[config.mk]
export PLATFORM = sky130hd
export DESIGN_NAME = tagf_ctrl
export DESIGN_NICKNAME = d
export VERILOG_FILES = /design/src/rtl/tagf_pkg.sv /design/src/rtl/tagf_ctrl.sv
export SDC_FILE = /design/constraint.sdc
export NUM_CORES = 1
export LEC_CHECK = 0
export ABC_AREA = 1
export ABC_CLOCK_PERIOD_IN_PS = 2200
export BUFFER_PORTS_ARGS = -buffer_cell sky130_fd_sc_hd__clkbuf_2
export CAP_MARGIN = 20
export CORE_AREA = 2 2 39 41
export CTS_BUF_LIST = sky130_fd_sc_hd__clkbuf_4 sky130_fd_sc_hd__clkbuf_8
export DETAILED_ROUTE_END_ITERATION = 16
export DIE_AREA = 0 0 41 43
export GPL_TIMING_DRIVEN = 1
export HOLD_SLACK_MARGIN = 0.02
export PLACE_DENSITY = 0.38
export SYNTH_ARGS = -nofsm -noshare
export SYNTH_HDL_FRONTEND = slang
export SYNTH_SLANG_ARGS = --single-unit
[constraint.sdc]
create_clock -name clk -period 2.2 [get_ports clk]
set_input_delay 0 -clock clk [delete_from_list [all_inputs] [get_ports clk]]
set_output_delay 0 -clock clk [all_outputs]
set_load 0.01 [all_outputs]
[src/rtl/tagf_pkg.sv]
// Shared types and constants for the time-aware gated descriptor FIFO.
// Holds the controller states, command and status bundles, status codes
// and register indexes. No dependencies.
package tagf_pkg;

  localparam int DEPTH_DEF    = 256;
  localparam int TAG_BITS_DEF = 16;

  localparam int NOW_W  = 63;
  localparam int SIZE_W = 16;
  localparam int CNT_W  = 9;
  localparam int DUR_W  = 48;
  localparam int WIN_W  = 51;

  localparam logic [63:0] FIT_LIMIT  = 64'd1 << 40;
  localparam logic [9:0]  PS_PER_NS  = 10'd1000;

  localparam logic        GATE_OPEN_RST  = 1'b1;
  localparam logic [63:0] CLOSE_TIME_RST = '1;
  localparam logic [31:0] BYTE_TIME_RST  = 32'd5333333;
  localparam logic [63:0] LIFETIME_RST   = '1;
  localparam logic [8:0]  CAPACITY_RST   = 9'd256;

  localparam logic [2:0] REG_GATE_OPEN  = 3'd0;
  localparam logic [2:0] REG_CLOSE_TIME = 3'd1;
  localparam logic [2:0] REG_BYTE_TIME  = 3'd2;
  localparam logic [2:0] REG_LIFETIME   = 3'd3;
  localparam logic [2:0] REG_CAPACITY   = 3'd4;

  localparam logic OP_ENQ = 1'b0;

  localparam logic [2:0] ST_ENQ    = 3'd0;
  localparam logic [2:0] ST_FULL   = 3'd1;
  localparam logic [2:0] ST_DEQ    = 3'd2;
  localparam logic [2:0] ST_EMPTY  = 3'd3;
  localparam logic [2:0] ST_CLOSED = 3'd4;
  localparam logic [2:0] ST_NOFIT  = 3'd5;

  typedef enum logic [1:0] {
    S_IDLE,
    S_AGE,
    S_WAIT,
    S_EXEC
  } state_t;

  typedef struct packed {
    logic latch;
    logic drop;
    logic exec;
  } cmd_t;

  typedef struct packed {
    logic age_hit;
    logic out_free;
  } sts_t;

endpackage

[src/rtl/tagf_ctrl.sv]
// Sequencer for the gated descriptor FIFO.
// Steps each beat through aging and commit; depends on tagf_pkg.
module tagf_ctrl (
  input  logic           clk,
  input  logic           rst,
  input  logic           in_valid,
  output logic           in_ready,
  input  tagf_pkg::sts_t sts,
  output tagf_pkg::cmd_t cmd
);
  import tagf_pkg::*;

  state_t state;
  state_t state_next;

  always_ff @(posedge clk) begin
    if (rst) begin
      state <= S_IDLE;
    end else begin
      state <= state_next;
    end
  end

  always_comb begin
    state_next = state;
    unique case (state)
      S_IDLE: begin
        if (in_valid) state_next = S_AGE;
      end
      S_AGE: begin
        state_next = sts.age_hit ? S_WAIT : S_EXEC;
      end
      S_WAIT: begin
        state_next = S_AGE;
      end
      S_EXEC: begin
        if (sts.out_free) state_next = S_IDLE;
      end
      default: state_next = S_IDLE;
    endcase
  end

  always_comb begin
    cmd      = '0;
    in_ready = 1'b0;
    unique case (state)
      S_IDLE: begin
        in_ready  = 1'b1;
        cmd.latch = in_valid;
      end
      S_AGE: begin
        cmd.drop = sts.age_hit;
      end
      S_WAIT: begin
      end
      S_EXEC: begin
        cmd.exec = sts.out_free;
      end
      default: begin
      end
    endcase
  end

endmodule

## After elaboration in Yosys (flattened, before gate mapping)

Cells that the tools add are included.

- Output and inout port bits: 4
- Input port bits: 5
- Logic and storage cells: 16
- Register bits after elaboration: 2

- Mux-type cells: 8
- Eq/ne operators: 5
- Reduce and logical (&&, ||, !) cells: 2

Operators with widths:

| operator | number |
|---|---|
| case mux 2 bit (4 select lines) | 1 |
| two-way mux 1 bit | 5 |
| == test 2 bit, second input constant | 2 |
| two-way mux 2 bit | 2 |
| != test 2 bit, second input constant | 2 |
| == test 2 x 1 -> 1 bit, second input constant | 1 |
| logical NOT 2 bit | 1 |
| AND reduction 2 bit | 1 |

## Depth between registers and ports, before layout

Gate-level depths: netlist of run 1.

- Depth in word-level cells: 3
- Mapped depth: 5

## Least setup slack after synthesis of run 1

OpenSTA, ideal clock, no wires.

- Kind: flip-flop to flip-flop
- Start: reg state[1]
- End: reg state[1]
- Slack: 1.424 ns
- Cell stages (with the launch flop): 4
- Period minus slack after synthesis: 0.776 ns
- Arrival: 0.659 ns
- Path buffers: 0
- Required time: 2.084 ns
- Cells stage by stage: dfxtp_1 > inv_2 > o211ai_1 > inv_1

- Longest elaborated chain between the ends: 3
- Elaborated cells on any way between the ends: 8

Ends and longest elaborated chain:

| what | line | source |
|---|---|---|
| from (decl) | tagf_ctrl.sv:13 | `state_t state;` |
| from (signal assigned) | tagf_ctrl.sv:20 | `state <= state_next;` |
| == test 2 bit or logical NOT 2 bit (tied branches) | tagf_ctrl.sv:26 | `unique case (state)` |
| != test 2 bit (no line) | - |  |
| AND reduction 2 bit (no line) | - |  |

Several ways; a longest one is shown, not always the timed one.
A chain may end at the register's enable or synchronous reset.

==> results of run 1 <==
-- stage by stage --
stage,area [um^2],worst slack [ns],hold WS [ns]
finish,215,1.12,0.0819
floorplan,123,1.42,0.109
global route,215,1.00,0.122
detailed placement,183,1.35,0.259
CTS,215,1.10,0.0798
global placement,183,1.34,0.261
-- cells by family after synthesis --
| logic type | count (synthesis) |
|---|---|
| buffers and inverters | 7 |
| flip-flops | 2 |
| AO/OA/AOI/OAI | 2 |
| AND/OR/NAND/NOR | 8 |
-- cell usage after synthesis (all sizes together) --
library cell	n	area (um^2)
nand2	1	3.75
inv	7	26.3
nor3b	1	7.51
nand3	3	15.0
o21ai	1	8.76
o211ai	1	7.51
nor3	2	10.0
nor2	1	3.75
dfxtp	2	40.0
-- tightest hold or removal path, cell delays in order --
cell      delay (ns)
clkbuf_2        0.09
o21ai_2         0.05
nand3_1         0.05
nand2_1         0.04
inv_1           0.04
-- where the power goes --
| part | internal [mW] | switching, mW |
|---|---|---|
| clock | 0.0603 | 0.0225 |
| combinational | 0.0130 | 0.0138 |
| sequential | 0.0395 | 0.00442 |
-- final timing paths --
check                   startpoint                     to  slack, ns
min                       in_valid  state[0]$_SDFFE_PP0P_       0.08
min reg2reg  state[0]$_SDFFE_PP0P_  state[1]$_SDFFE_PP0P_       0.53
max          state[1]$_SDFFE_PP0P_                 cmd[0]       1.12
max reg2reg  state[1]$_SDFFE_PP0P_  state[0]$_SDFFE_PP0P_       1.37
-- routing by layer --
| metal | up-vias | wire length [um] | track usage, % |
|---|---|---|---|
| met5 | - | 0 | 0 |
| met4 | 0 | 0 | 8.00 |
| met3 | 0 | 44 | 4.71 |
| met2 | 6 | 150 | 5.94 |
| met1 | 70 | 127 | 3.82 |
| li1 | 85 | - | - |
-- area by class of cell --
| type | instances | share of cell area (%) |
|---|---|---|
| well taps | 16 | 9.30 |
| inverters | 7 | 12.2 |
| multi-input cells | 10 | 26.2 |
| clock buffers | 3 | 10.5 |
| flip-flops and latches | 2 | 18.6 |
| repair buffers | 9 | 23.3 |
==> flow_results.xml, run 1 <==
<?xml version="1.0" encoding="UTF-8"?>
<metrics>
  <group name="routing">
    <metric name="routed_wl_per_cell" unit="um">6.85</metric>
    <metric name="route.vias.total" unit="">161</metric>
    <metric name="detail_route.iter0.violations" unit="">2</metric>
    <metric name="post_drt_via_cell_ratio" unit="">3.43</metric>
    <metric name="detail_route.drc_violations" unit="">0</metric>
    <metric name="firstDrtPassIters" unit="">2</metric>
    <metric name="route.final.wire_length" unit="um">322</metric>
    <metric name="drt.antenna.violating_nets" unit="">0</metric>
  </group>
  <group name="clock_network">
    <metric name="depth_of_the_cts_h_tree" unit="">1</metric>
    <metric name="postCtsResizedCells" unit="">0</metric>
    <metric name="clkSinkCount" unit="">2</metric>
    <metric name="cts_post_setup_buffers_inserted" unit="">0</metric>
    <metric name="clock_tree.root_cell" unit="">clkbuf_4</metric>
    <metric name="cts_inserted_buffers" unit="">3</metric>
    <metric name="clkSlewWorstSetupHoldPaths" unit="ns">0.03</metric>
    <metric name="worst_skew_pair.late_latency" unit="ns">0.22</metric>
    <metric name="hold_buffers" unit="">1</metric>
    <metric name="cts_buffer_depth" unit="">2</metric>
    <metric name="cts_tree" unit="">yes</metric>
  </group>
  <group name="critical_path">
    <metric name="critPathTopFamily" unit="">flip-flops</metric>
    <metric name="cp.arrival" unit="ns">1.08</metric>
    <metric name="worst-setup-path-type" unit="">reg2out</metric>
    <metric name="crit_path_cell_trace" unit="">inv_2, nor3_1, clkbuf_2</metric>
    <metric name="critPathMaxFanout" unit="">6</metric>
    <metric name="critical_path.slowest_cell" unit="">dfxtp_1</metric>
    <metric name="end_kind" unit="">output pin</metric>
    <metric name="rr_worst_depth" unit="">5</metric>
    <metric name="crit_path_start_kind" unit="">register</metric>
    <metric name="cp.buffers_inverters" unit="">2</metric>
    <metric name="slowest_delay" unit="ns">0.43</metric>
    <metric name="critical_path_depth" unit="">3</metric>
    <metric name="worstPathRequired" unit="ns">2.20</metric>
  </group>
  <group name="timing">
    <metric name="fin_worst_skew" unit="ns">0.000426</metric>
    <metric name="rsz0062_at_grt" unit="">false</metric>
    <metric name="timing.final.setup_violations" unit="">0</metric>
    <metric name="final_period_minus_worst_setup_slack" unit="ns">1.08</metric>
    <metric name="setup_total_negative_slack" unit="ns">0</metric>
    <metric name="timing.max_slew.rel_slack" unit="%">85.2</metric>
    <metric name="hold_viol_final" unit="">0</metric>
    <metric name="maxSlewViolCount" unit="">0</metric>
    <metric name="max_freq" unit="MHz">926</metric>
    <metric name="max_slew.worst_pin.slew" unit="ns">0.221</metric>
    <metric name="final.period_utilization" unit="%">49.1</metric>
  </group>
  <group name="layout">
    <metric name="finish.utilization" unit="%">15.6</metric>
    <metric name="drive_above_1_share" unit="%">41.9</metric>
    <metric name="largest-register" unit="">state</metric>
    <metric name="seq_area" unit="um^2">40.0</metric>
    <metric name="layout_common_cells" unit="">clkbuf_2 (8), inv_1 (6), nand3_1 (3), clkbuf_4 (3)</metric>
    <metric name="num-fill-cells" unit="">159</metric>
    <metric name="reg_top3" unit="">state (2)</metric>
    <metric name="layout.cells.most_common" unit="">clkbuf_2</metric>
    <metric name="finalNetCount" unit="">38</metric>
    <metric name="multi_input_area" unit="um^2">56.3</metric>
    <metric name="syn2layout_area_growth" unit="%">75.5</metric>
    <metric name="antennaDiodeCount" unit="">0</metric>
    <metric name="finish.cell_count_without_fillers" unit="">47</metric>
    <metric name="largest_reg_flops" unit="">2</metric>
  </group>
  <group name="floorplanning">
    <metric name="core" unit="mm^2">0.00138</metric>
    <metric name="dieArea" unit="mm^2">0.00176</metric>
    <metric name="chipWidth" unit="um">41</metric>
    <metric name="die_extent_in_y" unit="um">43</metric>
    <metric name="initial_core_util" unit="%">8.86</metric>
    <metric name="io_pins" unit="">9</metric>
    <metric name="core.rowCount" unit="">14</metric>
  </group>
  <group name="worst_hold_path">
    <metric name="whs_path_depth" unit="">5</metric>
    <metric name="type_of_the_most_critical_hold_path" unit="">in2reg</metric>
  </group>
  <group name="power_and_ir_drop">
    <metric name="total_power" unit="mW">0.154</metric>
    <metric name="power.density" unit="mW/mm^2">713</metric>
    <metric name="leakagePower" unit="nW">0.121</metric>
    <metric name="vdd_drop_max" unit="V">0.000106</metric>
  </group>
  <group name="synthesis">
    <metric name="synth-seq-cells" unit="">2</metric>
    <metric name="synth_area_per_cell" unit="um^2">6.45</metric>
    <metric name="synthCells" unit="">19</metric>
    <metric name="synth_top_family_by_area" unit="">simple AND/OR/NAND/NOR gates</metric>
    <metric name="simple_gate_share_of_the_synthesized_area" unit="%">32.7</metric>
    <metric name="synthXorXnorAreaFrac" unit="%">0</metric>
    <metric name="synth.cell_area" unit="um^2">123</metric>
    <metric name="synthAdderAreaFrac" unit="%">0</metric>
    <metric name="synth.yosys.seq_area_share" unit="%">32.7</metric>
    <metric name="synth.distinct_cells" unit="">10</metric>
    <metric name="synth-warning-count" unit="">0</metric>
    <metric name="postSynthNetCount" unit="">24</metric>
    <metric name="muxShareOfSynthArea" unit="%">0</metric>
    <metric name="synth-compound-area-share" unit="%">13.3</metric>
  </group>
  <group name="status">
    <metric name="outcome" unit="">finished, final reports clean</metric>
  </group>
  <group name="job">
    <metric name="cap_viol_max_count" unit="">0</metric>
  </group>
  <group name="global_route">
    <metric name="grt_usage" unit="%">5.21</metric>
    <metric name="grt_pass1_vias" unit="">161</metric>
    <metric name="grt_start_max_net_pins" unit="">7</metric>
    <metric name="grt_first_pass_wirelength" unit="um">517</metric>
    <metric name="grt-ovfl-total" unit="">0</metric>
    <metric name="grt_antenna_before_repair" unit="">0</metric>
  </group>
  <group name="placement">
    <metric name="dp_hpwl" unit="um">247</metric>
    <metric name="place.port_buffers" unit="">8</metric>
    <metric name="dp_cells" unit="">43</metric>
    <metric name="gp_congestion" unit="">0.596</metric>
  </group>
</metrics>
Power figures use the tool's default switching activity.
==> run 2: changes to the inputs <==
--- a/config.mk
+++ b/config.mk
@@ -6,7 +6,7 @@
 export NUM_CORES = 1
 export LEC_CHECK = 0
 export ABC_AREA = 1
-export ABC_CLOCK_PERIOD_IN_PS = 2200
+export ABC_CLOCK_PERIOD_IN_PS = 900
 export BUFFER_PORTS_ARGS = -buffer_cell sky130_fd_sc_hd__clkbuf_2
 export CAP_MARGIN = 20
 export CORE_AREA = 2 2 39 41
@@ -15,7 +15,7 @@
 export DIE_AREA = 0 0 41 43
 export GPL_TIMING_DRIVEN = 1
 export HOLD_SLACK_MARGIN = 0.02
-export PLACE_DENSITY = 0.38
+export PLACE_DENSITY = 0.39
 export SYNTH_ARGS = -nofsm -noshare
 export SYNTH_HDL_FRONTEND = slang
 export SYNTH_SLANG_ARGS = --single-unit
==> constraint.sdc (replaced) <==
create_clock -name clk -period 0.9 [get_ports clk]
set_input_delay 0 -clock clk [delete_from_list [all_inputs] [get_ports clk]]
set_output_delay 0 -clock clk [all_outputs]
set_load 0.01 [all_outputs]
==> flow_results.xml, run 2 (synthesized netlist as in run 1, its figures left out) <==
<?xml version="1.0" encoding="UTF-8"?>
<metrics>
  <group name="status">
    <metric name="outcome" unit="">complete, but fails checks</metric>
    <metric name="violations" unit="">setup timing</metric>
  </group>
  <group name="job">
    <metric name="cap_viol_max_count" unit="">0</metric>
  </group>
  <group name="global_route">
    <metric name="grt_antenna_before_repair" unit="">0</metric>
    <metric name="grt_start_max_net_pins" unit="">6</metric>
    <metric name="grt_first_pass_wirelength" unit="um">593</metric>
    <metric name="grt_pass1_vias" unit="">169</metric>
    <metric name="grt-ovfl-total" unit="">0</metric>
    <metric name="grt_usage" unit="%">6.21</metric>
  </group>
  <group name="timing">
    <metric name="rsz0062_at_grt" unit="">true</metric>
    <metric name="maxSlewViolCount" unit="">0</metric>
    <metric name="hold_viol_final" unit="">0</metric>
    <metric name="timing.final.setup_violations" unit="">1</metric>
    <metric name="timing.max_slew.rel_slack" unit="%">88.0</metric>
    <metric name="worst_hold_slack" unit="ns">0.109</metric>
    <metric name="final.period_utilization" unit="%">100</metric>
    <metric name="max_slew.worst_pin.slew" unit="ns">0.179</metric>
    <metric name="fin_ws" unit="ns">-0.00331</metric>
    <metric name="max_freq" unit="MHz">1110</metric>
    <metric name="setup_total_negative_slack" unit="ns">-0.00331</metric>
    <metric name="final_period_minus_worst_setup_slack" unit="ns">0.903</metric>
    <metric name="fin_worst_skew" unit="ns">0.00145</metric>
  </group>
  <group name="critical_path">
    <metric name="cp.arrival" unit="ns">0.90</metric>
    <metric name="rr_worst_depth" unit="">5</metric>
    <metric name="crit_path_start_kind" unit="">register</metric>
    <metric name="critPathMaxFanout" unit="">4</metric>
    <metric name="worstPathRequired" unit="ns">0.90</metric>
    <metric name="timing.reg2reg.setup_slack" unit="ns">0.06</metric>
    <metric name="worst-setup-path-type" unit="">reg2out</metric>
    <metric name="reg2reg_from" unit="">state[1]$_SDFFE_PP0P_</metric>
    <metric name="end_kind" unit="">output pin</metric>
    <metric name="r2r-end" unit="">state[0]$_SDFFE_PP0P_</metric>
  </group>
  <group name="power_and_ir_drop">
    <metric name="leakagePower" unit="nW">0.146</metric>
    <metric name="total_power" unit="mW">0.397</metric>
    <metric name="power.density" unit="mW/mm^2">1490</metric>
    <metric name="vdd_drop_max" unit="V">0.000333</metric>
  </group>
  <group name="clock_network">
    <metric name="clock_tree.root_cell" unit="">clkbuf_4</metric>
    <metric name="cts_tree" unit="">yes</metric>
    <metric name="worst_skew_pair.late_latency" unit="ns">0.22</metric>
    <metric name="cts_buffer_depth" unit="">2</metric>
    <metric name="clkSinkCount" unit="">2</metric>
    <metric name="clkSlewWorstSetupHoldPaths" unit="ns">0.03</metric>
    <metric name="cts_inserted_buffers" unit="">3</metric>
    <metric name="depth_of_the_cts_h_tree" unit="">1</metric>
  </group>
  <group name="floorplanning">
    <metric name="chipWidth" unit="um">41</metric>
    <metric name="io_pins" unit="">9</metric>
    <metric name="die_extent_in_y" unit="um">43</metric>
    <metric name="core" unit="mm^2">0.00138</metric>
    <metric name="dieArea" unit="mm^2">0.00176</metric>
    <metric name="initial_core_util" unit="%">8.86</metric>
    <metric name="core.rowCount" unit="">14</metric>
  </group>
  <group name="worst_hold_path">
    <metric name="whs_path_depth" unit="">5</metric>
    <metric name="hold_end" unit="">state[0]$_SDFFE_PP0P_</metric>
    <metric name="timing.hold.worst.start" unit="">in_valid</metric>
    <metric name="type_of_the_most_critical_hold_path" unit="">in2reg</metric>
  </group>
  <group name="layout">
    <metric name="finalNetCount" unit="">41</metric>
    <metric name="layout_common_cells" unit="">inv_1 (5), clkbuf_2 (5), nand3_1 (3), clkbuf_4 (3), buf_2 (3)</metric>
    <metric name="syn2layout_area_growth" unit="%">117</metric>
    <metric name="antennaDiodeCount" unit="">0</metric>
    <metric name="reg_top3" unit="">state (2)</metric>
    <metric name="drive_above_1_share" unit="%">64.7</metric>
    <metric name="largest-register" unit="">state</metric>
    <metric name="largest_reg_flops" unit="">2</metric>
    <metric name="finish.cell_count_without_fillers" unit="">50</metric>
  </group>
  <group name="placement">
    <metric name="gp_congestion" unit="">0.571</metric>
    <metric name="dp_hpwl" unit="um">267</metric>
    <metric name="dp_cells" unit="">43</metric>
    <metric name="pre_cts_slack" unit="ns">0.0422</metric>
    <metric name="place.port_buffers" unit="">8</metric>
  </group>
  <group name="routing">
    <metric name="routed_wl_per_cell" unit="um">7.72</metric>
    <metric name="firstDrtPassIters" unit="">1</metric>
    <metric name="detail_route.drc_violations" unit="">0</metric>
    <metric name="post_drt_via_cell_ratio" unit="">3.46</metric>
    <metric name="drt.antenna.violating_nets" unit="">0</metric>
    <metric name="route.final.wire_length" unit="um">386</metric>
    <metric name="route.vias.total" unit="">173</metric>
    <metric name="detail_route.iter0.violations" unit="">0</metric>
  </group>
</metrics>
## run 2: changes by cell type in the layout (fill, tap and decap cells not counted), moves of 2 or more
cell	change
nor3_1	-2
buf_4	+2
clkbuf_2	-3
dfxtp_1	-2
nor3_2	+2
dfxtp_4	+2
buf_2	+3
## run 2: final cells by class
type / count / area [um^2]
flip-flops and latches: 2 / 47.5
well taps: 16 / 20.0
clock buffers: 3 / 22.5
fillers: 168 / 1120
multi-input cells: 10 / 71.3
repair buffers: 12 / 76.3
inverters: 7 / 28.8
## run 2: critical path, cell delays in order (launching register included)
cell and delay, ns:
dfxtp_4 0.36, inv_4 0.04, nor3_2 0.13, buf_2 0.14
## run 2: how the worst max path moves through the flow
stage / slack, ns / cells after the start / to / from
floorplan: 0.12 / 3 / state[1]$_SDFFE_PP0P_ / state[1]$_SDFFE_PP0P_
finish: -0.003 / 3 / cmd[0] / state[0]$_SDFFE_PP0P_
global placement: 0.03 / 3 / cmd[0] / state[0]$_SDFFE_PP0P_
CTS: -0.03 / 3 / cmd[0] / state[0]$_SDFFE_PP0P_
detailed placement: 0.04 / 3 / cmd[0] / state[1]$_SDFFE_PP0P_
global route: -0.06 / 3 / cmd[0] / state[0]$_SDFFE_PP0P_
## run 2: metrics by stage
| step | area (um^2) | utilization, % |
|---|---|---|
| after floorplan | 123 | - |
| after global placement | 183 | 13.2 |
| after detailed placement | 183 | 13.2 |
| after CTS | 263 | 19.0 |
| after global routing | 267 | 19.3 |
| final | 267 | 19.3 |
## run 2: what timing repair did
action                                  CTS  global route
gates resized for setup                   9             4
buffers inserted                          3             0
endpoints found under the setup margin    3             4
pin swaps                                 2             5
hold endpoints to repair                  1             0
hold buffers                              1             0
## run 2: power breakdown
group	leakage (nW)	internal, mW	switching, mW
clock network	0.0138	0.147	0.0485
logic	0.114	0.0501	0.0425
registers	0.0178	0.0962	0.0129
## run 2: layer usage
layer	track usage, %	vias to the layer above	wire [um]
li1	-	90	-
met2	8.13	7	195
met3	9.95	0	67
met1	3.51	76	123
met4	4.00	0	0
met5	0	-	0
